### src/rtl/jsv_pkg.sv
// types, constants and helper functions shared by the json stream validator
package jsv_pkg;

  typedef enum logic [4:0] {
    P_START, P_VALUE, P_ARR_OPEN, P_OBJ_OPEN, P_KEY, P_COLON, P_AFTER,
    P_STR, P_ESC, P_HEX, P_LOW_BS, P_LOW_U, P_HEX_LOW,
    P_TRUE, P_FALSE, P_NULL,
    P_MINUS, P_ZERO, P_INT, P_DOT, P_FRAC, P_E, P_ESIGN, P_EXP,
    P_ERR
  } phase_t;

  localparam logic [2:0] EV_CONSUMED = 3'd0;
  localparam logic [2:0] EV_BYTE     = 3'd1;
  localparam logic [2:0] EV_ERROR    = 3'd2;
  localparam logic [2:0] EV_VALID    = 3'd3;
  localparam logic [2:0] EV_INVALID  = 3'd4;

  localparam logic KIND_TEXT = 1'b0;
  localparam logic KIND_END  = 1'b1;

  localparam logic [5:0] MAX_DEPTH_RESET = 6'd32;

  localparam int QDEPTH = 4;

  // one input transaction's worth of results
  typedef struct packed {
    logic [2:0]      ev;
    logic [1:0]      cnt;
    logic [3:0][7:0] bytes;
    logic            key;
    logic [6:0]      nest;
  } bundle_t;

  function automatic logic is_ws(input logic [7:0] b);
    return (b == 8'h20) || (b == 8'h09) || (b == 8'h0D) || (b == 8'h0A);
  endfunction

  function automatic logic is_digit(input logic [7:0] b);
    return (b >= 8'h30) && (b <= 8'h39);
  endfunction

  // bit 4 set means not a hex digit
  function automatic logic [4:0] hex_val(input logic [7:0] b);
    logic [4:0] v;
    v = 5'h10;
    if (b >= 8'h30 && b <= 8'h39) v = 5'(b - 8'h30);
    else if (b >= 8'h61 && b <= 8'h66) v = 5'(b - 8'h57);
    else if (b >= 8'h41 && b <= 8'h46) v = 5'(b - 8'h37);
    return v;
  endfunction

  function automatic logic [7:0] lit_char(input phase_t ph, input logic [2:0] pos);
    logic [7:0] c;
    c = 8'h00;
    case (ph)
      P_TRUE: begin
        case (pos)
          3'd0: c = 8'h74;
          3'd1: c = 8'h72;
          3'd2: c = 8'h75;
          3'd3: c = 8'h65;
          default: c = 8'h00;
        endcase
      end
      P_FALSE: begin
        case (pos)
          3'd0: c = 8'h66;
          3'd1: c = 8'h61;
          3'd2: c = 8'h6C;
          3'd3: c = 8'h73;
          3'd4: c = 8'h65;
          default: c = 8'h00;
        endcase
      end
      P_NULL: begin
        case (pos)
          3'd0: c = 8'h6E;
          3'd1: c = 8'h75;
          3'd2: c = 8'h6C;
          3'd3: c = 8'h6C;
          default: c = 8'h00;
        endcase
      end
      default: c = 8'h00;
    endcase
    return c;
  endfunction

  function automatic logic [2:0] lit_len(input phase_t ph);
    return (ph == P_FALSE) ? 3'd5 : 3'd4;
  endfunction

endpackage

### src/rtl/json_stream_validator.sv
// top level of the json stream validator
//
// input channel: push/full carries one transaction per document byte
// (kind 0, text_byte) or an end marker (kind 1). results come out on
// empty/pop, oldest first; each input gives one to four results and the
// final one of them has last set. the user writes max_depth through
// cfg_we/cfg_data only while the block is idle; the block does not enforce it.
//
// an accepted input is written into the bundle queue, then loaded into
// the output register that drives the output ports; it waits in the
// queue while that register still holds results of earlier inputs.
// throughput: one input per cycle while the output side keeps up; the
// output side gives one result per cycle while the receiver pops, so a
// byte that decodes to an n-byte utf-8 sequence gives n results.
// a four-entry bundle queue sits between the parser and the output, so
// full rises only when that queue has filled because the output side fell
// behind, from receiver stalls or multi-result inputs.
//
// reset clears the parser, the queue and the output; max_depth returns to
// 32. the container stack needs no clearing since it is read only where
// written. an end marker also returns the parser to its start state.
module json_stream_validator import jsv_pkg::*; #(
  parameter int STACK_DEPTH = 64
) (
  input  logic       clk,
  input  logic       rst,
  input  logic       push,
  output logic       full,
  input  logic       kind,
  input  logic [7:0] text_byte,
  output logic       empty,
  input  logic       pop,
  output logic [2:0] event_res,
  output logic [7:0] data,
  output logic       in_key,
  output logic [6:0] nest_level,
  output logic       last,
  input  logic       cfg_we,
  input  logic [5:0] cfg_data
);

  logic    accept;
  bundle_t fe_bundle, q_data;
  logic    q_rd, q_avail;

  assign accept = push && !full;

  jsv_front #(.STACK_DEPTH(STACK_DEPTH)) u_front (
    .clk      (clk),
    .rst      (rst),
    .accept   (accept),
    .kind     (kind),
    .text_byte(text_byte),
    .cfg_we   (cfg_we),
    .cfg_data (cfg_data),
    .bundle   (fe_bundle)
  );

  jsv_queue u_queue (
    .clk  (clk),
    .rst  (rst),
    .wr   (accept),
    .wdata(fe_bundle),
    .rd   (q_rd),
    .rdata(q_data),
    .full (full),
    .avail(q_avail)
  );

  jsv_back u_back (
    .clk       (clk),
    .rst       (rst),
    .q_avail   (q_avail),
    .q_data    (q_data),
    .q_rd      (q_rd),
    .pop       (pop),
    .empty     (empty),
    .event_res (event_res),
    .data      (data),
    .in_key    (in_key),
    .nest_level(nest_level),
    .last      (last)
  );

endmodule

### src/rtl/jsv_front.sv
// front end: accepts bytes, runs the grammar state machine and builds result bundles
module jsv_front import jsv_pkg::*; #(
  parameter int STACK_DEPTH = 64
) (
  input  logic       clk,
  input  logic       rst,
  input  logic       accept,
  input  logic       kind,
  input  logic [7:0] text_byte,
  input  logic       cfg_we,
  input  logic [5:0] cfg_data,
  output bundle_t    bundle
);

  localparam int AW   = (STACK_DEPTH > 1) ? $clog2(STACK_DEPTH) : 1;
  localparam int CW   = $clog2(STACK_DEPTH + 1);
  localparam int CMPW = (CW > 6) ? CW : 6;

  logic [5:0]    max_depth;
  phase_t        phase, phase_next;
  logic [CW-1:0] count, count_next;
  logic          top, top_next;
  logic          below;
  logic [15:0]   hex_accum, hex_accum_next;
  logic [1:0]    hex_seen, hex_seen_next;
  logic [9:0]    pend, pend_next;
  logic [2:0]    lit_pos, lit_pos_next;
  logic [1:0]    bom, bom_next;
  logic          error, error_next;
  logic          key, key_next;

  logic          stack_mem [STACK_DEPTH];
  logic          st_we;
  logic [AW-1:0] st_waddr, st_raddr;
  logic          st_wdata;

  always_ff @(posedge clk) begin
    if (rst) begin
      max_depth <= MAX_DEPTH_RESET;
    end else if (cfg_we) begin
      max_depth <= cfg_data;
    end
  end

  always_ff @(posedge clk) begin
    if (rst) begin
      phase     <= P_START;
      count     <= '0;
      hex_accum <= '0;
      hex_seen  <= '0;
      pend      <= '0;
      lit_pos   <= '0;
      bom       <= '0;
      error     <= 1'b0;
      key       <= 1'b0;
    end else begin
      phase     <= phase_next;
      count     <= count_next;
      hex_accum <= hex_accum_next;
      hex_seen  <= hex_seen_next;
      pend      <= pend_next;
      lit_pos   <= lit_pos_next;
      bom       <= bom_next;
      error     <= error_next;
      key       <= key_next;
    end
  end

  always_ff @(posedge clk) begin
    top <= top_next;
  end

  // entry below the top is read ahead so a close can restore it at once
  assign st_raddr = AW'(count_next - CW'(2));

  always_ff @(posedge clk) begin
    if (st_we) begin
      stack_mem[st_waddr] <= st_wdata;
    end
    below <= stack_mem[st_raddr];
  end

  always_comb begin
    phase_t          ph;
    logic            err;
    logic            do_value, do_push, push_obj, do_pop, do_utf;
    logic [20:0]     cp;
    logic [15:0]     cp16;
    logic [4:0]      d;
    logic [2:0]      nout;
    logic [3:0][7:0] ob;
    logic            is_e, ok;

    phase_next     = phase;
    count_next     = count;
    top_next       = top;
    hex_accum_next = hex_accum;
    hex_seen_next  = hex_seen;
    pend_next      = pend;
    lit_pos_next   = lit_pos;
    bom_next       = bom;
    error_next     = error;
    key_next       = key;
    st_we          = 1'b0;
    st_waddr       = count[AW-1:0];
    st_wdata       = 1'b0;
    ph             = phase;
    err            = 1'b0;
    do_value       = 1'b0;
    do_push        = 1'b0;
    push_obj       = 1'b0;
    do_pop         = 1'b0;
    do_utf         = 1'b0;
    cp             = '0;
    cp16           = '0;
    d              = '0;
    nout           = '0;
    ob             = '0;
    is_e           = (text_byte == 8'h65) || (text_byte == 8'h45);
    ok             = 1'b0;
    bundle         = '0;

    if (accept && kind == KIND_END) begin
      ok = !error && (count == '0) &&
           (phase == P_AFTER || phase == P_ZERO || phase == P_INT ||
            phase == P_FRAC || phase == P_EXP);
      phase_next     = P_START;
      count_next     = '0;
      hex_accum_next = '0;
      hex_seen_next  = '0;
      pend_next      = '0;
      lit_pos_next   = '0;
      bom_next       = '0;
      error_next     = 1'b0;
      key_next       = 1'b0;
      bundle.ev      = ok ? EV_VALID : EV_INVALID;
    end else if (accept && !error) begin
      // bytes that fall through to another state
      if (ph == P_START && bom == 2'd0 && text_byte != 8'hEF) begin
        bom_next = 2'd3;
        ph = P_VALUE;
      end
      if ((ph == P_ZERO && text_byte != 8'h2E && !is_e) ||
          (ph == P_INT && !is_digit(text_byte) && text_byte != 8'h2E && !is_e) ||
          (ph == P_FRAC && !is_digit(text_byte) && !is_e) ||
          (ph == P_EXP && !is_digit(text_byte))) begin
        ph = P_AFTER;
      end
      phase_next = ph;

      case (ph)
        P_START: begin
          if (bom == 2'd0) begin
            bom_next = 2'd1;
          end else if (bom == 2'd1) begin
            if (text_byte != 8'hBB) err = 1'b1;
            else bom_next = 2'd2;
          end else begin
            if (text_byte != 8'hBF) err = 1'b1;
            else begin
              bom_next = 2'd3;
              phase_next = P_VALUE;
            end
          end
        end
        P_VALUE: begin
          if (!is_ws(text_byte)) do_value = 1'b1;
        end
        P_ARR_OPEN: begin
          if (is_ws(text_byte)) begin
          end else if (text_byte == 8'h5D) do_pop = 1'b1;
          else do_value = 1'b1;
        end
        P_OBJ_OPEN: begin
          if (is_ws(text_byte)) begin
          end else if (text_byte == 8'h7D) do_pop = 1'b1;
          else if (text_byte == 8'h22) begin
            key_next = 1'b1;
            phase_next = P_STR;
          end else err = 1'b1;
        end
        P_KEY: begin
          if (is_ws(text_byte)) begin
          end else if (text_byte == 8'h22) begin
            key_next = 1'b1;
            phase_next = P_STR;
          end else err = 1'b1;
        end
        P_COLON: begin
          if (is_ws(text_byte)) begin
          end else if (text_byte == 8'h3A) phase_next = P_VALUE;
          else err = 1'b1;
        end
        P_AFTER: begin
          if (is_ws(text_byte)) begin
          end else if (count == '0) err = 1'b1;
          else if (text_byte == 8'h2C) phase_next = top ? P_KEY : P_VALUE;
          else if ((text_byte == 8'h7D && top) || (text_byte == 8'h5D && !top)) do_pop = 1'b1;
          else err = 1'b1;
        end
        P_STR: begin
          if (text_byte == 8'h22) begin
            if (key) begin
              key_next = 1'b0;
              phase_next = P_COLON;
            end else phase_next = P_AFTER;
          end else if (text_byte < 8'h20) err = 1'b1;
          else if (text_byte == 8'h5C) phase_next = P_ESC;
          else begin
            ob[0] = text_byte;
            nout = 3'd1;
          end
        end
        P_ESC: begin
          phase_next = P_STR;
          nout = 3'd1;
          case (text_byte)
            8'h22, 8'h5C, 8'h2F: ob[0] = text_byte;
            8'h62: ob[0] = 8'h08;
            8'h66: ob[0] = 8'h0C;
            8'h6E: ob[0] = 8'h0A;
            8'h72: ob[0] = 8'h0D;
            8'h74: ob[0] = 8'h09;
            8'h75: begin
              nout = 3'd0;
              hex_accum_next = '0;
              hex_seen_next = '0;
              phase_next = P_HEX;
            end
            default: begin
              nout = 3'd0;
              err = 1'b1;
            end
          endcase
        end
        P_HEX, P_HEX_LOW: begin
          d = hex_val(text_byte);
          if (d[4]) err = 1'b1;
          else begin
            cp16 = {hex_accum[11:0], d[3:0]};
            hex_accum_next = cp16;
            if (hex_seen != 2'd3) hex_seen_next = hex_seen + 2'd1;
            else begin
              hex_seen_next = '0;
              if (ph == P_HEX) begin
                if (cp16 >= 16'hD800 && cp16 <= 16'hDBFF) begin
                  pend_next = cp16[9:0];
                  phase_next = P_LOW_BS;
                end else if (cp16 >= 16'hDC00 && cp16 <= 16'hDFFF) err = 1'b1;
                else begin
                  cp = {5'd0, cp16};
                  do_utf = 1'b1;
                  phase_next = P_STR;
                end
              end else begin
                if (cp16 < 16'hDC00 || cp16 > 16'hDFFF) err = 1'b1;
                else begin
                  cp = 21'h10000 + {1'b0, pend, cp16[9:0]};
                  pend_next = '0;
                  do_utf = 1'b1;
                  phase_next = P_STR;
                end
              end
            end
          end
        end
        P_LOW_BS: begin
          if (text_byte != 8'h5C) err = 1'b1;
          else phase_next = P_LOW_U;
        end
        P_LOW_U: begin
          if (text_byte != 8'h75) err = 1'b1;
          else begin
            hex_accum_next = '0;
            hex_seen_next = '0;
            phase_next = P_HEX_LOW;
          end
        end
        P_TRUE, P_FALSE, P_NULL: begin
          if (lit_pos >= lit_len(ph)) err = 1'b1;
          else if (text_byte != lit_char(ph, lit_pos)) err = 1'b1;
          else if (lit_pos + 3'd1 == lit_len(ph)) begin
            lit_pos_next = '0;
            phase_next = P_AFTER;
          end else lit_pos_next = lit_pos + 3'd1;
        end
        P_MINUS: begin
          if (text_byte == 8'h30) phase_next = P_ZERO;
          else if (is_digit(text_byte)) phase_next = P_INT;
          else err = 1'b1;
        end
        P_ZERO, P_INT: begin
          if (text_byte == 8'h2E) phase_next = P_DOT;
          else if (is_e) phase_next = P_E;
        end
        P_DOT: begin
          if (!is_digit(text_byte)) err = 1'b1;
          else phase_next = P_FRAC;
        end
        P_FRAC: begin
          if (is_e) phase_next = P_E;
        end
        P_E: begin
          if (text_byte == 8'h2B || text_byte == 8'h2D) phase_next = P_ESIGN;
          else if (!is_digit(text_byte)) err = 1'b1;
          else phase_next = P_EXP;
        end
        P_ESIGN: begin
          if (!is_digit(text_byte)) err = 1'b1;
          else phase_next = P_EXP;
        end
        P_EXP: begin
        end
        default: err = 1'b1;
      endcase

      if (do_value) begin
        if (CMPW'(count) > CMPW'(max_depth)) err = 1'b1;
        else if (text_byte == 8'h7B) begin
          do_push = 1'b1;
          push_obj = 1'b1;
        end else if (text_byte == 8'h5B) do_push = 1'b1;
        else if (text_byte == 8'h22) begin
          key_next = 1'b0;
          phase_next = P_STR;
        end else if (text_byte == 8'h74) begin
          phase_next = P_TRUE;
          lit_pos_next = 3'd1;
        end else if (text_byte == 8'h66) begin
          phase_next = P_FALSE;
          lit_pos_next = 3'd1;
        end else if (text_byte == 8'h6E) begin
          phase_next = P_NULL;
          lit_pos_next = 3'd1;
        end else if (text_byte == 8'h2D) phase_next = P_MINUS;
        else if (text_byte == 8'h30) phase_next = P_ZERO;
        else if (text_byte >= 8'h31 && text_byte <= 8'h39) phase_next = P_INT;
        else err = 1'b1;
      end

      if (do_push) begin
        if (count == CW'(STACK_DEPTH)) err = 1'b1;
        else begin
          st_we = 1'b1;
          st_wdata = push_obj;
          top_next = push_obj;
          count_next = count + CW'(1);
          phase_next = push_obj ? P_OBJ_OPEN : P_ARR_OPEN;
        end
      end

      if (do_pop) begin
        if (count == '0) err = 1'b1;
        else begin
          count_next = count - CW'(1);
          top_next = below;
          phase_next = P_AFTER;
        end
      end

      if (do_utf) begin
        if (cp < 21'h80) begin
          nout = 3'd1;
          ob[0] = cp[7:0];
        end else if (cp < 21'h800) begin
          nout = 3'd2;
          ob[0] = {3'b110, cp[10:6]};
          ob[1] = {2'b10, cp[5:0]};
        end else if (cp < 21'h10000) begin
          nout = 3'd3;
          ob[0] = {4'b1110, cp[15:12]};
          ob[1] = {2'b10, cp[11:6]};
          ob[2] = {2'b10, cp[5:0]};
        end else begin
          nout = 3'd4;
          ob[0] = {5'b11110, cp[20:18]};
          ob[1] = {2'b10, cp[17:12]};
          ob[2] = {2'b10, cp[11:6]};
          ob[3] = {2'b10, cp[5:0]};
        end
      end

      if (err) begin
        st_we = 1'b0;
        error_next = 1'b1;
        phase_next = P_ERR;
        key_next = 1'b0;
        count_next = count;
        top_next = top;
        bundle.ev = EV_ERROR;
      end else if (nout != 3'd0) begin
        bundle.ev = EV_BYTE;
        bundle.cnt = 2'(nout - 3'd1);
        bundle.bytes = ob;
        bundle.key = key;
      end else begin
        bundle.ev = EV_CONSUMED;
      end
      bundle.nest = 7'(count_next);
    end else begin
      bundle.ev = EV_CONSUMED;
      bundle.nest = 7'(count);
    end
  end

endmodule

### src/rtl/jsv_queue.sv
// short bundle queue between the front end and the result sequencer
module jsv_queue import jsv_pkg::*; (
  input  logic    clk,
  input  logic    rst,
  input  logic    wr,
  input  bundle_t wdata,
  input  logic    rd,
  output bundle_t rdata,
  output logic    full,
  output logic    avail
);

  localparam int PW = $clog2(QDEPTH);

  bundle_t       slots [QDEPTH];
  logic [PW-1:0] wptr, rptr;
  logic [PW:0]   fill;

  assign full  = (fill == (PW+1)'(QDEPTH));
  assign avail = (fill != '0);
  assign rdata = slots[rptr];

  always_ff @(posedge clk) begin
    if (rst) begin
      wptr <= '0;
      rptr <= '0;
      fill <= '0;
    end else begin
      if (wr) wptr <= wptr + PW'(1);
      if (rd) rptr <= rptr + PW'(1);
      if (wr && !rd) fill <= fill + (PW+1)'(1);
      else if (rd && !wr) fill <= fill - (PW+1)'(1);
    end
  end

  always_ff @(posedge clk) begin
    if (wr) begin
      slots[wptr] <= wdata;
    end
  end

endmodule

### src/rtl/jsv_back.sv
// back end: holds one bundle and hands out its results one transaction at a time
module jsv_back import jsv_pkg::*; (
  input  logic       clk,
  input  logic       rst,
  input  logic       q_avail,
  input  bundle_t    q_data,
  output logic       q_rd,
  input  logic       pop,
  output logic       empty,
  output logic [2:0] event_res,
  output logic [7:0] data,
  output logic       in_key,
  output logic [6:0] nest_level,
  output logic       last
);

  bundle_t    cur;
  logic       vld;
  logic [1:0] idx;
  logic       taken;

  assign empty      = !vld;
  assign last       = (idx == cur.cnt);
  assign event_res  = cur.ev;
  assign data       = cur.bytes[idx];
  assign in_key     = cur.key;
  assign nest_level = cur.nest;
  assign taken      = vld && pop;
  assign q_rd       = q_avail && (!vld || (taken && last));

  always_ff @(posedge clk) begin
    if (rst) begin
      vld <= 1'b0;
      idx <= '0;
    end else if (q_rd) begin
      vld <= 1'b1;
      idx <= '0;
    end else if (taken) begin
      if (last) vld <= 1'b0;
      else idx <= idx + 2'd1;
    end
  end

  always_ff @(posedge clk) begin
    if (q_rd) begin
      cur <= q_data;
    end
  end

endmodule

### config.mk
export PLATFORM = sky130hd
export DESIGN_NAME = json_stream_validator
export DESIGN_NICKNAME = d
export VERILOG_FILES = /design/src/rtl/jsv_pkg.sv /design/src/rtl/json_stream_validator.sv /design/src/rtl/jsv_front.sv /design/src/rtl/jsv_queue.sv /design/src/rtl/jsv_back.sv
export SDC_FILE = /design/constraint.sdc
export NUM_CORES = 1
export LEC_CHECK = 0
export BUFFER_PORTS_ARGS = -buffer_cell sky130_fd_sc_hd__buf_4
export CAP_MARGIN = 15
export CORE_MARGIN = 1.5
export CORE_UTILIZATION = 45
export CTS_CLUSTER_SIZE = 10
export DETAILED_ROUTE_END_ITERATION = 8
export HOLD_SLACK_MARGIN = 0.12
export SYNTH_ARGS = -nofsm -noshare
export SYNTH_HDL_FRONTEND = slang
export SYNTH_HIERARCHICAL = 1
export SYNTH_SLANG_ARGS = --single-unit
### constraint.sdc
create_clock -name clk -period 13.6 [get_ports clk]
set_clock_uncertainty 0.05 [all_clocks]
set_input_delay 0.68 -clock clk [delete_from_list [all_inputs] [get_ports clk]]
set_output_delay 0.68 -clock clk [all_outputs]
set_load 0.005 [all_outputs]
==> reports/qor.log, run 1 <==
[status] status complete, no violations
[setup_path] cell with the largest stage delay on the worst path dfxtp_1
[clock_tree] number of buffers on the longest clock path 3
[setup_path] Buffers & Inverters on Critical Path 2
[drt] per-cell via count in the routed design 6.102
[grt] pin count of the biggest net entering global routing 65
[yosys] post-synthesis cell count 1512
[timing] unrepaired setup endpoints after global routing no
[yosys] commonest register cell after synthesis edfxtp_1
[clock_tree] buffers inserted by post-CTS timing repair 0
[drt] drt pass-1 iters 5
[clock_tree] number of clock sinks 352
[setup_path] data required time of the worst path 14000 ps
[setup_path] critical path type register to register
[drt] remaining routing DRC violations 0
[finish] layout overhead on the synthesized area 9.919%
[grt] Global Route Usage Sum 0.2320
[grt] met3 routing resource usage after global routing 0.04254
[drt] total vias in the final route 12640
[timing] setup violators final 0
[clock_tree] clock tree from TritonCTS yes
[power_and_ir_drop] static power due to leakage 6.543 nW
[setup_path] CP Cell Sequence inv_1 > and3_2 > a32oi_1 > xnor2_1 > a2111oi_1 > nand4_1 > o32ai_4 > and3_4 > nor2_8 > inv_4 > ha_1 > a21boi_0 > o211ai_1 > nand3_1 > o22ai_1 > o32a_1 > a2111oi_2 > and4b_1
[drt] residual antenna-violating net count after detailed routing 0
[yosys] library cells used by synthesis 107
[finish] layout cells sized above 1 0.1365
[timing] pin slew with the least headroom to its limit 963.5 ps
[finish] FF+latch area 9955 um^2
[yosys] async set-reset flop share out of synthesis 0
[timing] total negative slack 0 ps
[floorplan] die boundary height 202.5 um
[grt] GR Overflow Total 0
[setup_path] endpoint arrival time on the critical path 6530 ps
[clock_tree] CTS H-tree depth 2
[setup_path] capturing element type of the critical path register
[drt] violation count after the first detailed-route iteration 1031
[yosys] count of flip-flops with a built-in enable after synthesis 290
[clock_tree] clock latency on the worst-skew pair 570 ps
[floorplan] initial core utilization 0.4602
[clock_tree] number of clock buffers inserted by TritonCTS 42
[floorplan] number of ports placed on the die boundary 42
[finish] count of fill cells added during filler insertion 3482
[finish] area of the multi-input gates 7254 um^2
[grt] global routing met2 resource utilization 0.3684
[setup_path] cell type group with the largest total delay on the critical path compound AO/OA/AOI/OAI gates
[yosys] count of warnings emitted by yosys 6
[finish] Antenna Diode Count 0
[yosys] cell area after synthesis 17910 um^2
[yosys] number of storage elements in the synthesis netlist 352
[yosys] average footprint of a synthesized cell 11.85 um^2
[drt] wire per inst 22.96 um
[timing] count of final max-slew check failures 0
[floorplan] core area 38920 um^2
[grt] antenna violations before repair 0
[job] max_cap viols 0
[floorplan] total die area 41010 um^2
[timing] Relative slew margins 0.3576
[setup_path] Max Fanout on Critical Path 22
[finish] total number of nets in the final design 1569
[place] IO Port Bufs 41
[setup_path] crit path launch type register
[timing] achievable frequency 0.1632 GHz
[grt] met1 demand-to-capacity share in global routing 0.3226
[floorplan] count of standard-cell rows 72
[hold_path] worst min path class input pin to register
[grt] number of global-route vias before repair 12160
[finish] commonest cells after routing, fill and taps aside 290 x edfxtp_1, 192 x nor2_1, 118 x nand2_1
[setup_path] highest cell delay on the worst timing path 940 ps
[grt] first-pass GRT wire length 72.68 mm
[timing] part of the cycle the worst path needs 0.4507
[yosys] sequential element share of the synthesized area 0.5555
[clock_tree] Resized Gates After CTS 0
[floorplan] overall die width 202.5 um
[finish] most frequent standard cell in the layout excluding fill and tap cells edfxtp_1
[timing] final critical path time including I/O delays and setup 6129 ps
[timing] worst hold slack 314.1 ps
[place] gpl congestion 0.9807
[place] Final HPWL DP 32.26 mm
[clock_tree] root buf cell clkbuf_16
[power_and_ir_drop] total power per unit cell area 167.9 nW/um^2
[clock_tree] clock input transition at the sequential cells of the worst setup and hold paths 50 ps
[drt] total routed wirelength 47.55 mm
[clock_tree] CTS Hold Bufs 0
[timing] Final Hold Fails 0
[power_and_ir_drop] maximum VDD drop 0.09876 mV
[grt] most congested layer reported by global routing met2
[synthesized netlist by cell type (7+ instances only)]
master / n / area (um^2)
a211oi_1: 8 / 60.06
a21oi_1: 86 / 430.4
a22oi_1: 12 / 90.09
a31oi_1: 11 / 68.82
and2_1: 19 / 118.9
and3_1: 16 / 100.1
buf_2: 11 / 55.05
buf_4: 24 / 180.2
buf_6: 8 / 90.09
clkbuf_1: 41 / 153.9
dfxtp_1: 62 / 1241
edfxtp_1: 290 / 8708
ha_1: 26 / 325.3
inv_1: 41 / 153.9
mux2i_1: 35 / 350.3
mux4_2: 52 / 1171
nand2_1: 118 / 442.9
nand2b_1: 11 / 68.82
nand3_1: 62 / 310.3
nand4_1: 15 / 93.84
nor2_1: 192 / 720.7
nor2b_1: 10 / 62.56
nor3_1: 38 / 190.2
nor3b_1: 10 / 75.07
nor4_1: 13 / 81.33
o211ai_1: 17 / 127.6
o21a_1: 8 / 60.06
o21ai_0: 50 / 250.2
o21ai_1: 7 / 35.03
o22ai_1: 12 / 75.07
or2_2: 8 / 50.05
or3_1: 15 / 93.84
xnor2_1: 9 / 78.83
xor2_1: 8 / 70.07
[power by group]
group	switching, W	total (W)	leakage [nW]	internal [W]
logic	0.000482	0.000834	2.84	0.000352
registers	0.000101	0.00146	3.11	0.00136
clock network	0.000426	0.00101	0.590	0.000587
[through the flow]
step,setup slack [ps],util,power [W],cells,instance area (um^2)
after CTS,7632,0.5059,0.003337,2071,19690
after global placement,7376,0.4742,0.002311,1996,18450
final,7471,0.5059,0.003306,2071,19690
after detailed placement,7178,0.4742,0.002314,1996,18450
after floorplan,7787,-,0.002070,1514,17920
after global routing,7181,0.5059,0.003458,2071,19690
[path summary, 6_finish.rpt]
kind              slack, ps  depth (start not counted)                        startpoint                                 to
hold / removal          310                          3                       cfg_data[5]  u_front/max_depth[5]$_SDFFE_PP1P_
setup / recovery       7470                         18     u_front/phase[4]$_SDFFE_PP0P_              u_front/below$_DFF_P_
hold reg to reg         410                          2  u_front/hex_seen[1]$_SDFFE_PP0P_   u_front/hex_seen[1]$_SDFFE_PP0P_
setup reg to reg       7470                         18     u_front/phase[4]$_SDFFE_PP0P_              u_front/below$_DFF_P_
[layer usage]
metal  vias up  wire (um)  part of all wire
li1       5782          -                 -
met1      6317      21010              0.44
met2       452      22070              0.46
met3        87       3011             0.063
met4         0       1464             0.031
met5         -          0                 0
[logic make-up after synthesis]
logic type,Yosys count,synth area share
xor+xnor,17,0.008313
simple gates,579,0.1634
fa+ha+maj,27,0.01928
mux,97,0.09542
buf+inv,136,0.04150
other cells,1,0.0002094
compound gates,303,0.1164
flops,352,0.5555
[tightest hold or removal path: cells and delay by family]
family | cells | cell delay (ps)
buffers and inverters | 1 | 80
AOI/OAI and AO/OA | 1 | 70
and+or+nand+nor | 1 | 50
[registers in the layout, summed over array words and instances, names as in the netlist, 6 cells and up, named ones only]
| signal | flops |
|---|---|
| u_back/cur | 34 |
| u_front/stack_mem | 64 |
| u_front/max_depth | 6 |
| u_front/count | 7 |
| u_front/hex_accum | 12 |
| u_front/pend | 10 |
| u_back/nest_level | 7 |
| u_queue/slots | 180 |
[layout make-up]
cell class / instances / area share
clock buffer: 69 / 0.05904
tap: 518 / 0.03292
sequential: 352 / 0.5056
inverter: 42 / 0.008135
clock inverter: 6 / 0.003686
timing repair buffer: 58 / 0.02212
multi-input combinational: 1026 / 0.3685
Note: power is estimated with default switching activity, not from simulation.
==> inputs of run 2 (changes only) <==
==> constraint.sdc (replaced) <==
create_clock -name clk -period 5.4 [get_ports clk]
set_clock_uncertainty 0.05 [all_clocks]
set_input_delay 0.27 -clock clk [delete_from_list [all_inputs] [get_ports clk]]
set_output_delay 0.27 -clock clk [all_outputs]
set_load 0.005 [all_outputs]
==> run 2 against run 1 <==
  * Global-route usage grew 0.80 points
  * Critical path depth up 2
  * Count of clock-buffer cells in the layout decreased by 6
  * Sequential share of layout area down 1.9 points
  * Worst hold slack got worse by 140 ps
  * Largest power group unchanged
==> reports/qor.log, run 2 (same netlist as run 1, synthesis figures left out) <==
[drt] per-cell via count in the routed design 5.979 [was 6.102]
[drt] violation count after the first detailed-route iteration 1135 [was 1031]
[setup_path] reg-to-reg startpoint u_front/count[0]$_SDFF_PP0_ [was u_front/phase[4]$_SDFFE_PP0P_]
[drt] total routed wirelength 48.63 mm [was 47.55 mm]
[clock_tree] clock input transition at the sequential cells of the worst setup and hold paths 60 ps [was 50 ps]
[setup_path] highest cell delay on the worst timing path 640 ps [was 940 ps]
[drt] drt pass-1 iters 5 [unchanged]
[grt] Global Route Usage Sum 0.2400 [was 0.2320]
[clock_tree] number of clock buffers inserted by TritonCTS 42 [unchanged]
[timing] Final Hold Fails 0 [unchanged]
[timing] count of final max-slew check failures 0 [unchanged]
[clock_tree] number of clock sinks 352 [unchanged]
[place] Final HPWL DP 33.87 mm [was 32.26 mm]
[timing] achievable frequency 0.1965 GHz [was 0.1632 GHz]
[grt] antenna violations before repair 0 [unchanged]
[setup_path] critical path type register to register [unchanged]
[drt] remaining routing DRC violations 0 [unchanged]
[setup_path] r2r setup slk 310 ps [was 7470 ps]
[clock_tree] number of buffers on the longest clock path 3 [unchanged]
[finish] layout cells sized above 1 0.1776 [was 0.1365]
[floorplan] number of ports placed on the die boundary 42 [unchanged]
[setup_path] most prevalent standard cell on the critical path ha_1
[clock_tree] CTS H-tree depth 2 [unchanged]
[setup_path] crit path launch type register [unchanged]
[drt] residual antenna-violating net count after detailed routing 0 [unchanged]
[finish] flip-flop count of the largest register after layout 180 [unchanged]
[hold_path] hold endpoint u_front/error$_SDFFE_PP0P_ [was u_front/max_depth[5]$_SDFFE_PP1P_]
[place] gpl congestion 0.9506 [was 0.9807]
[power_and_ir_drop] maximum VDD drop 0.1811 mV [was 0.09876 mV]
[timing] unrepaired setup endpoints after global routing no [unchanged]
[place] IO Port Bufs 41 [unchanged]
[setup_path] Buffers & Inverters on Critical Path 2 [unchanged]
[finish] layout overhead on the synthesized area 14.22% [was 9.919%]
[timing] total negative slack 0 ps [unchanged]
[grt] GR Overflow Total 0 [unchanged]
[status] status complete, no violations [unchanged]
[floorplan] die boundary height 202.5 um [unchanged]
[floorplan] initial core utilization 0.4602 [unchanged]
[grt] first-pass GRT wire length 75.22 mm [was 72.68 mm]
[drt] total vias in the final route 12930 [was 12640]
[finish] Largest Register u_queue/slots [unchanged]
[setup_path] Max Fanout on Critical Path 8 [was 22]
[floorplan] core area 38920 um^2 [unchanged]
[finish] commonest cells after routing, fill and taps aside 290 x edfxtp_1, 192 x nor2_1, 135 x buf_4 [was 290 x edfxtp_1, 192 x nor2_1, 118 x nand2_1]
[floorplan] total die area 41010 um^2 [unchanged]
[setup_path] cell type group with the largest total delay on the critical path compound AO/OA/AOI/OAI gates [unchanged]
[floorplan] overall die width 202.5 um [unchanged]
[finish] registers with the highest flip-flop counts u_queue/slots: 180 flops, u_front/stack_mem: 64 flops, u_back/cur: 34 flops [unchanged]
[setup_path] endpoint arrival time on the critical path 5470 ps [was 6530 ps]
[clock_tree] clock latency on the worst-skew pair 560 ps [was 570 ps]
[grt] pin count of the biggest net entering global routing 65 [unchanged]
[grt] number of global-route vias before repair 12790 [was 12160]
[timing] setup violators final 0 [unchanged]
[setup_path] path depth of the worst reg2reg path 20 [was 18]
[floorplan] count of standard-cell rows 72 [unchanged]
[finish] share of the core filled with cells 0.5257 [was 0.5059]
[timing] final critical path time including I/O delays and setup 5089 ps [was 6129 ps]
[timing] part of the cycle the worst path needs 0.9424 [was 0.4507]
[setup_path] cell with the largest stage delay on the worst path a21oi_1 [was dfxtp_1]
[job] max_cap viols 0 [unchanged]
[power_and_ir_drop] total power per unit cell area 409.2 nW/um^2 [was 167.9 nW/um^2]
[timing] Relative slew margins 0.3690 [was 0.3576]
[setup_path] CP Cell Sequence inv_1 > ha_1 > nand2b_1 > a211o_1 > a21oi_1 > a311oi_1 > a2111o_1 > o311ai_2 > nor3_2 > and3_4 > nor2_8 > inv_4 > ha_1 > a21boi_0 > o211a_1 > o21ai_1 > nor2_1 > o32a_1 > a2111oi_2 > and4b_1 [was inv_1 > and3_2 > a32oi_1 > xnor2_1 > a2111oi_1 > nand4_1 > o32ai_4 > and3_4 > nor2_8 > inv_4 > ha_1 > a21boi_0 > o211ai_1 > nand3_1 > o22ai_1 > o32a_1 > a2111oi_2 > and4b_1]
[hold_path] start point of the worst hold path push [was cfg_data[5]]
[finish] most frequent standard cell in the layout excluding fill and tap cells edfxtp_1 [unchanged]
[clock_tree] root buf cell clkbuf_16 [unchanged]
[setup_path] worst flop-to-flop path endpoint u_front/below$_DFF_P_ [unchanged]
[finish] total number of nets in the final design 1667 [was 1569]
[setup_path] capturing element type of the critical path register [unchanged]
[setup_path] data required time of the worst path 5780 ps [was 14000 ps]
[power_and_ir_drop] static power due to leakage 6.992 nW [was 6.543 nW]
[hold_path] worst min path class input pin to register [unchanged]
[finish] Antenna Diode Count 0 [unchanged]
[timing] pin slew with the least headroom to its limit 936.6 ps [was 963.5 ps]
[hold_path] hold path cells 4 [was 3]
[clock_tree] clock tree from TritonCTS yes [unchanged]
[drt] wire per inst 22.49 um [was 22.96 um]
## run 2: area by class of cell
class / count / area, um^2
multi-input combinational: 1026 / 7257
inverter: 42 / 160.2
fill: 3379 / 18460
clock inverter: 5 / 53.80
sequential: 352 / 9955
clock buffer: 63 / 1151
tap: 518 / 648.1
timing repair buffer: 156 / 1234
## run 2: what timing repair did
item	4_1_cts	5_1_grt
gates resized for setup	0	0
buffers inserted	0	0
hold endpoints to repair	21	0
hold buffers	20	0
endpoints found under the setup margin	0	0
## run 2: how the worst max path moves through the flow
stage	from	end	slack, ps	cells past startpoint
after global routing	u_front/lit_pos[1]$_SDFFE_PP0P_	u_front/below$_DFF_P_	80	20
final	u_front/count[0]$_SDFF_PP0_	u_front/below$_DFF_P_	310	20
after global placement	text_byte[0]	u_front/below$_DFF_P_	420	20
after CTS	u_front/count[0]$_SDFF_PP0_	u_front/below$_DFF_P_	360	20
after floorplan	text_byte[0]	u_front/stack_mem[0]$_DFFE_PP_	190	9
after detailed placement	text_byte[0]	u_front/below$_DFF_P_	240	22
## run 2: report_power, final
part	switching (W)	internal, W
Sequential	0.000235	0.00342
Combinational	0.00123	0.000976
Clock	0.00104	0.00146
## run 2: worst register-to-register path, stage by stage, from the launching register on
cell and delay (ps):
dfxtp_1 480, inv_1 240, ha_1 230, nand2b_1 130
a211o_1 250, a21oi_1 640, a311oi_1 120, a2111o_1 460
o311ai_2 160, nor3_2 80, and3_4 210, nor2_8 120
inv_4 30, ha_1 190, a21boi_0 160, o211a_1 170
o21ai_1 260, nor2_1 80, o32a_1 320, a2111oi_2 330
and4b_1 240
## run 2: per-stage QoR
step	area (um^2)	cells	hold slack (ps)	setup WS, ps	power [W]
after CTS	20460	2162	155.7	362.4	0.008462
after global routing	20460	2162	185.1	76.33	0.008772
after global placement	19050	2074	393.4	422.7	0.005896
after floorplan	17930	1514	289.1	191.3	0.005204
final	20460	2162	174.1	310.9	0.008373
after detailed placement	19050	2074	402.4	244.5	0.005911
## run 2: per-layer routing
| layer | vias up | wire length, um | track usage |
|---|---|---|---|
| met5 | - | 0 | 0 |
| met4 | 0 | 1665 | 0.09233 |
| met3 | 105 | 3140 | 0.04880 |
| met2 | 431 | 22140 | 0.3702 |
| met1 | 6404 | 21680 | 0.3350 |
| li1 | 5986 | - | - |
==> inputs of run 3 (changes only) <==
--- a/config.mk
+++ b/config.mk
@@ -12,6 +12,7 @@
 export CTS_CLUSTER_SIZE = 10
 export DETAILED_ROUTE_END_ITERATION = 8
 export HOLD_SLACK_MARGIN = 0.12
+export MAX_ROUTING_LAYER = met4
 export SYNTH_ARGS = -nofsm -noshare
 export SYNTH_HDL_FRONTEND = slang
 export SYNTH_HIERARCHICAL = 1
==> run 3 against run 2 <==
  * Critical path depth increased by 1
  * Largest cell class unchanged
  * Register-to-register slack about the same
  * Flip-flop and latch count unchanged
  * Largest power group unchanged
  * Utilization increased by 0.51 points
  * Highest routed layer unchanged
  * Combinational power increased by 3%
  * Non-clock buffer count increased by 13
  * Fmax decreased by 0.20%
  * First-iteration DRC count decreased by 15%
  * Setup slack got worse by 10 ps
  * Global-route usage increased by 1.5 points
  * Count of clock-buffer cells in the layout increased by 9
  * Clock power increased by 6%
==> reports/qor.log, run 3 (same netlist as run 1, synthesis figures left out) <==
[power_and_ir_drop] NetSw 0.002632 W [was 0.002512 W]
[power_and_ir_drop] part of the power in registers 0.427 [was 0.436]
[power_and_ir_drop] Int Power 0.005965 W [was 0.005860 W]
[setup_path] CP Cell Sequence inv_1 > ha_1 > nand2b_1 > a211o_1 > a21oi_1 > a311oi_1 > a2111o_1 > o311ai_2 > nor3_2 > and3_4 > nor2_8 > inv_4 > ha_1 > nor3_1 > buf_4 > mux2i_1 > nand3_1 > o22ai_1 > o32a_1 > a2111oi_2 > and4b_1 [was inv_1 > ha_1 > nand2b_1 > a211o_1 > a21oi_1 > a311oi_1 > a2111o_1 > o311ai_2 > nor3_2 > and3_4 > nor2_8 > inv_4 > ha_1 > a21boi_0 > o211a_1 > o21ai_1 > nor2_1 > o32a_1 > a2111oi_2 > and4b_1]
[clock_tree] CTS H-tree depth 2 [unchanged]
[status] status complete, no violations [unchanged]
[drt] residual antenna-violating net count after detailed routing 0 [unchanged]
[grt] most congested layer reported by global routing met2 [unchanged]
[drt] per-cell via count in the routed design 5.966 [was 5.979]
[place] gpl congestion 0.9784 [was 0.9506]
[clock_tree] root buf cell clkbuf_16 [unchanged]
[finish] commonest cells after routing, fill and taps aside 290 x edfxtp_1, 192 x nor2_1, 146 x buf_4 [was 290 x edfxtp_1, 192 x nor2_1, 135 x buf_4]
[drt] total routed wirelength 50.09 mm [was 48.63 mm]
[place] IO Port Bufs 41 [unchanged]
[grt] met1 demand-to-capacity share in global routing 0.3442 [was 0.3350]
[finish] flip-flop count of the largest register after layout 180 [unchanged]
[grt] number of global-route vias before repair 12920 [was 12790]
[timing] setup violators final 0 [unchanged]
[hold_path] worst min path class input pin to register [unchanged]
[floorplan] die boundary height 202.5 um [unchanged]
[timing] final critical path time including I/O delays and setup 5099 ps [was 5089 ps]
[drt] drt pass-1 iters 7 [was 5]
[power_and_ir_drop] clock network power share 0.308 [was 0.300]
[place] placed instance area 19140 um^2 [was 19050 um^2]
[setup_path] capturing element type of the critical path register [unchanged]
[setup_path] endpoint arrival time on the critical path 5510 ps [was 5470 ps]
[clock_tree] buffers inserted by post-CTS timing repair 0 [unchanged]
[floorplan] core area 38920 um^2 [unchanged]
[grt] GR Overflow Total 0 [unchanged]
[timing] part of the cycle the worst path needs 0.9443 [was 0.9424]
[timing] count of final max-slew check failures 0 [unchanged]
[finish] Non-Filler Cell Area, Final 20660 um^2 [was 20460 um^2]
[grt] met3 routing resource usage after global routing 0.03933 [was 0.04880]
[finish] total number of nets in the final design 1681 [was 1667]
[floorplan] number of ports placed on the die boundary 42 [unchanged]
[drt] total vias in the final route 13050 [was 12930]
[finish] registers with the highest flip-flop counts u_queue/slots: 180 flops, u_front/stack_mem: 64 flops, u_back/cur: 34 flops [unchanged]
[finish] layout cells sized above 1 0.1833 [was 0.1776]
[power_and_ir_drop] net switching fraction of the power 0.3061 [was 0.3000]
[timing] Final Hold Fails 0 [unchanged]
[clock_tree] number of clock sinks 352 [unchanged]
[setup_path] data required time of the worst path 5810 ps [was 5780 ps]
[drt] remaining routing DRC violations 0 [unchanged]
[drt] violation count after the first detailed-route iteration 967 [was 1135]
[place] Final HPWL DP 34.33 mm [was 33.87 mm]
[finish] Largest Register u_queue/slots [unchanged]
[grt] first-pass GRT wire length 77.52 mm [was 75.22 mm]
[grt] global routing met2 resource utilization 0.3911 [was 0.3702]
[clock_tree] number of clock buffers inserted by TritonCTS 43 [was 42]
[clock_tree] clock latency on the worst-skew pair 590 ps [was 560 ps]
[power_and_ir_drop] static power due to leakage 7.101 nW [was 6.992 nW]
[power_and_ir_drop] total power per unit cell area 416.2 nW/um^2 [was 409.2 nW/um^2]
[setup_path] crit path launch type register [unchanged]
[drt] wire per inst 22.89 um [was 22.49 um]
[power_and_ir_drop] maximum VDD drop 0.2226 mV [was 0.1811 mV]
[finish] layout overhead on the synthesized area 15.34% [was 14.22%]
[setup_path] highest cell delay on the worst timing path 700 ps [was 640 ps]
[clock_tree] clock tree from TritonCTS yes [unchanged]
[clock_tree] clock input transition at the sequential cells of the worst setup and hold paths 60 ps [about the same]
[setup_path] critical path type register to register [unchanged]
[timing] unrepaired setup endpoints after global routing no [unchanged]
[job] max_cap viols 0 [unchanged]
[setup_path] Buffers & Inverters on Critical Path 3 [was 2]
[grt] antenna violations before repair 1 [was 0]
[timing] achievable frequency 0.1961 GHz [was 0.1965 GHz]
[timing] pin slew with the least headroom to its limit 932.9 ps [was 936.6 ps]
[timing] Relative slew margins 0.3620 [was 0.3690]
[setup_path] cell with the largest stage delay on the worst path a21oi_1 [unchanged]
[floorplan] total die area 41010 um^2 [unchanged]
[setup_path] cell type group with the largest total delay on the critical path compound AO/OA/AOI/OAI gates [unchanged]
[clock_tree] number of buffers on the longest clock path 3 [unchanged]
[finish] most frequent standard cell in the layout excluding fill and tap cells edfxtp_1 [unchanged]
[setup_path] Max Fanout on Critical Path 7 [was 8]
[floorplan] overall die width 202.5 um [unchanged]
[setup_path] most prevalent standard cell on the critical path ha_1 [unchanged]
[grt] pin count of the biggest net entering global routing 65 [unchanged]
[power_and_ir_drop] proportion of power drawn by combinational gates 0.265 [was 0.264]
[power_and_ir_drop] overall power after layout 0.008597 W [was 0.008373 W]
[finish] count of fill cells added during filler insertion 3392 [was 3379]
[grt] Global Route Usage Sum 0.2546 [was 0.2400]
[floorplan] count of standard-cell rows 72 [unchanged]
[floorplan] initial core utilization 0.4602 [unchanged]
[timing] total negative slack 0 ps [unchanged]
run 3: cell types whose count changed in the layout (fill, tap and decap cells not counted):
cell,delta
buf_4,+11
clkbuf_1,+7
clkbuf_16,+1
clkbuf_8,+1
clkinv_1,+2
clkinv_16,+1
clkinv_8,-1
diode_2,+1
dlygate4sd3_1,+2
inv_6,+1
run 3: worst reg2reg max path, cell delays in order (launching register included):
cell and delay [ps]:
dfxtp_1 470, inv_1 120, ha_1 180, nand2b_1 140, a211o_1 250, a21oi_1 700, a311oi_1 160, a2111o_1 500
o311ai_2 130, nor3_2 80, and3_4 210, nor2_8 130, inv_4 40, ha_1 200, nor3_1 220, buf_4 150
mux2i_1 110, nand3_1 150, o22ai_1 100, o32a_1 360, a2111oi_2 320, and4b_1 230
run 3: stage by stage:
step	std cells	hold slack [ps]	setup slack [ps]	util
floorplan	1514	289.1	191.3	-
global placement	2085	393.0	346.9	0.4917
detailed placement	2085	403.1	282.8	0.4917
CTS	2187	133.8	321.4	0.5308
global route	2188	168.5	38.31	0.5308
finish	2188	159.7	300.7	0.5308
run 3: power by group through the flow:
| stage | registers, W | logic (W) | clock network (W) |
|---|---|---|---|
| finish | 0.00367 | 0.00228 | 0.00265 |
| global placement | 0.00370 | 0.00224 | 0 |
| CTS | 0.00368 | 0.00227 | 0.00271 |
| global route | 0.00372 | 0.00243 | 0.00282 |
| detailed placement | 0.00372 | 0.00224 | 0 |
| floorplan | 0.00357 | 0.00163 | 0 |
run 3: path summary, 6_finish.rpt:
check / cells past startpoint / to / start / slack (ps)
setup / recovery: 21 / u_front/below$_DFF_P_ / u_front/count[0]$_SDFF_PP0_ / 300
hold / removal: 3 / u_front/top$_DFFE_PP_ / kind / 160
setup reg to reg: 21 / u_front/below$_DFF_P_ / u_front/count[0]$_SDFF_PP0_ / 300
hold reg to reg: 2 / u_front/pend[5]$_SDFFE_PP0P_ / u_front/pend[5]$_SDFFE_PP0P_ / 420
run 3: per-layer routing:
layer  vias up  share of wire
li1       6021              -
met1      6504           0.45
met2       432           0.46
met3        96          0.055
met4         0          0.031
met5         -              0
run 3: what timing repair did:
action	in CTS	in global routing
hold endpoints to repair	22	0
resized for setup	0	0
hold buffers	22	0
endpoints found under the setup margin	0	0
run 3: layout make-up:
type | instances | area [um^2] | share of cell area
flip-flops and latches | 352 | 9955 | 0.4819
diodes | 1 | 2.502 | 0.0001211
multi-input cells | 1026 | 7257 | 0.3513
repair buffers | 169 | 1336 | 0.06468
well taps | 518 | 648.1 | 0.03137
inverters | 42 | 160.2 | 0.007752
clock buffers | 72 | 1216 | 0.05887
clock inverters | 8 | 83.83 | 0.004058
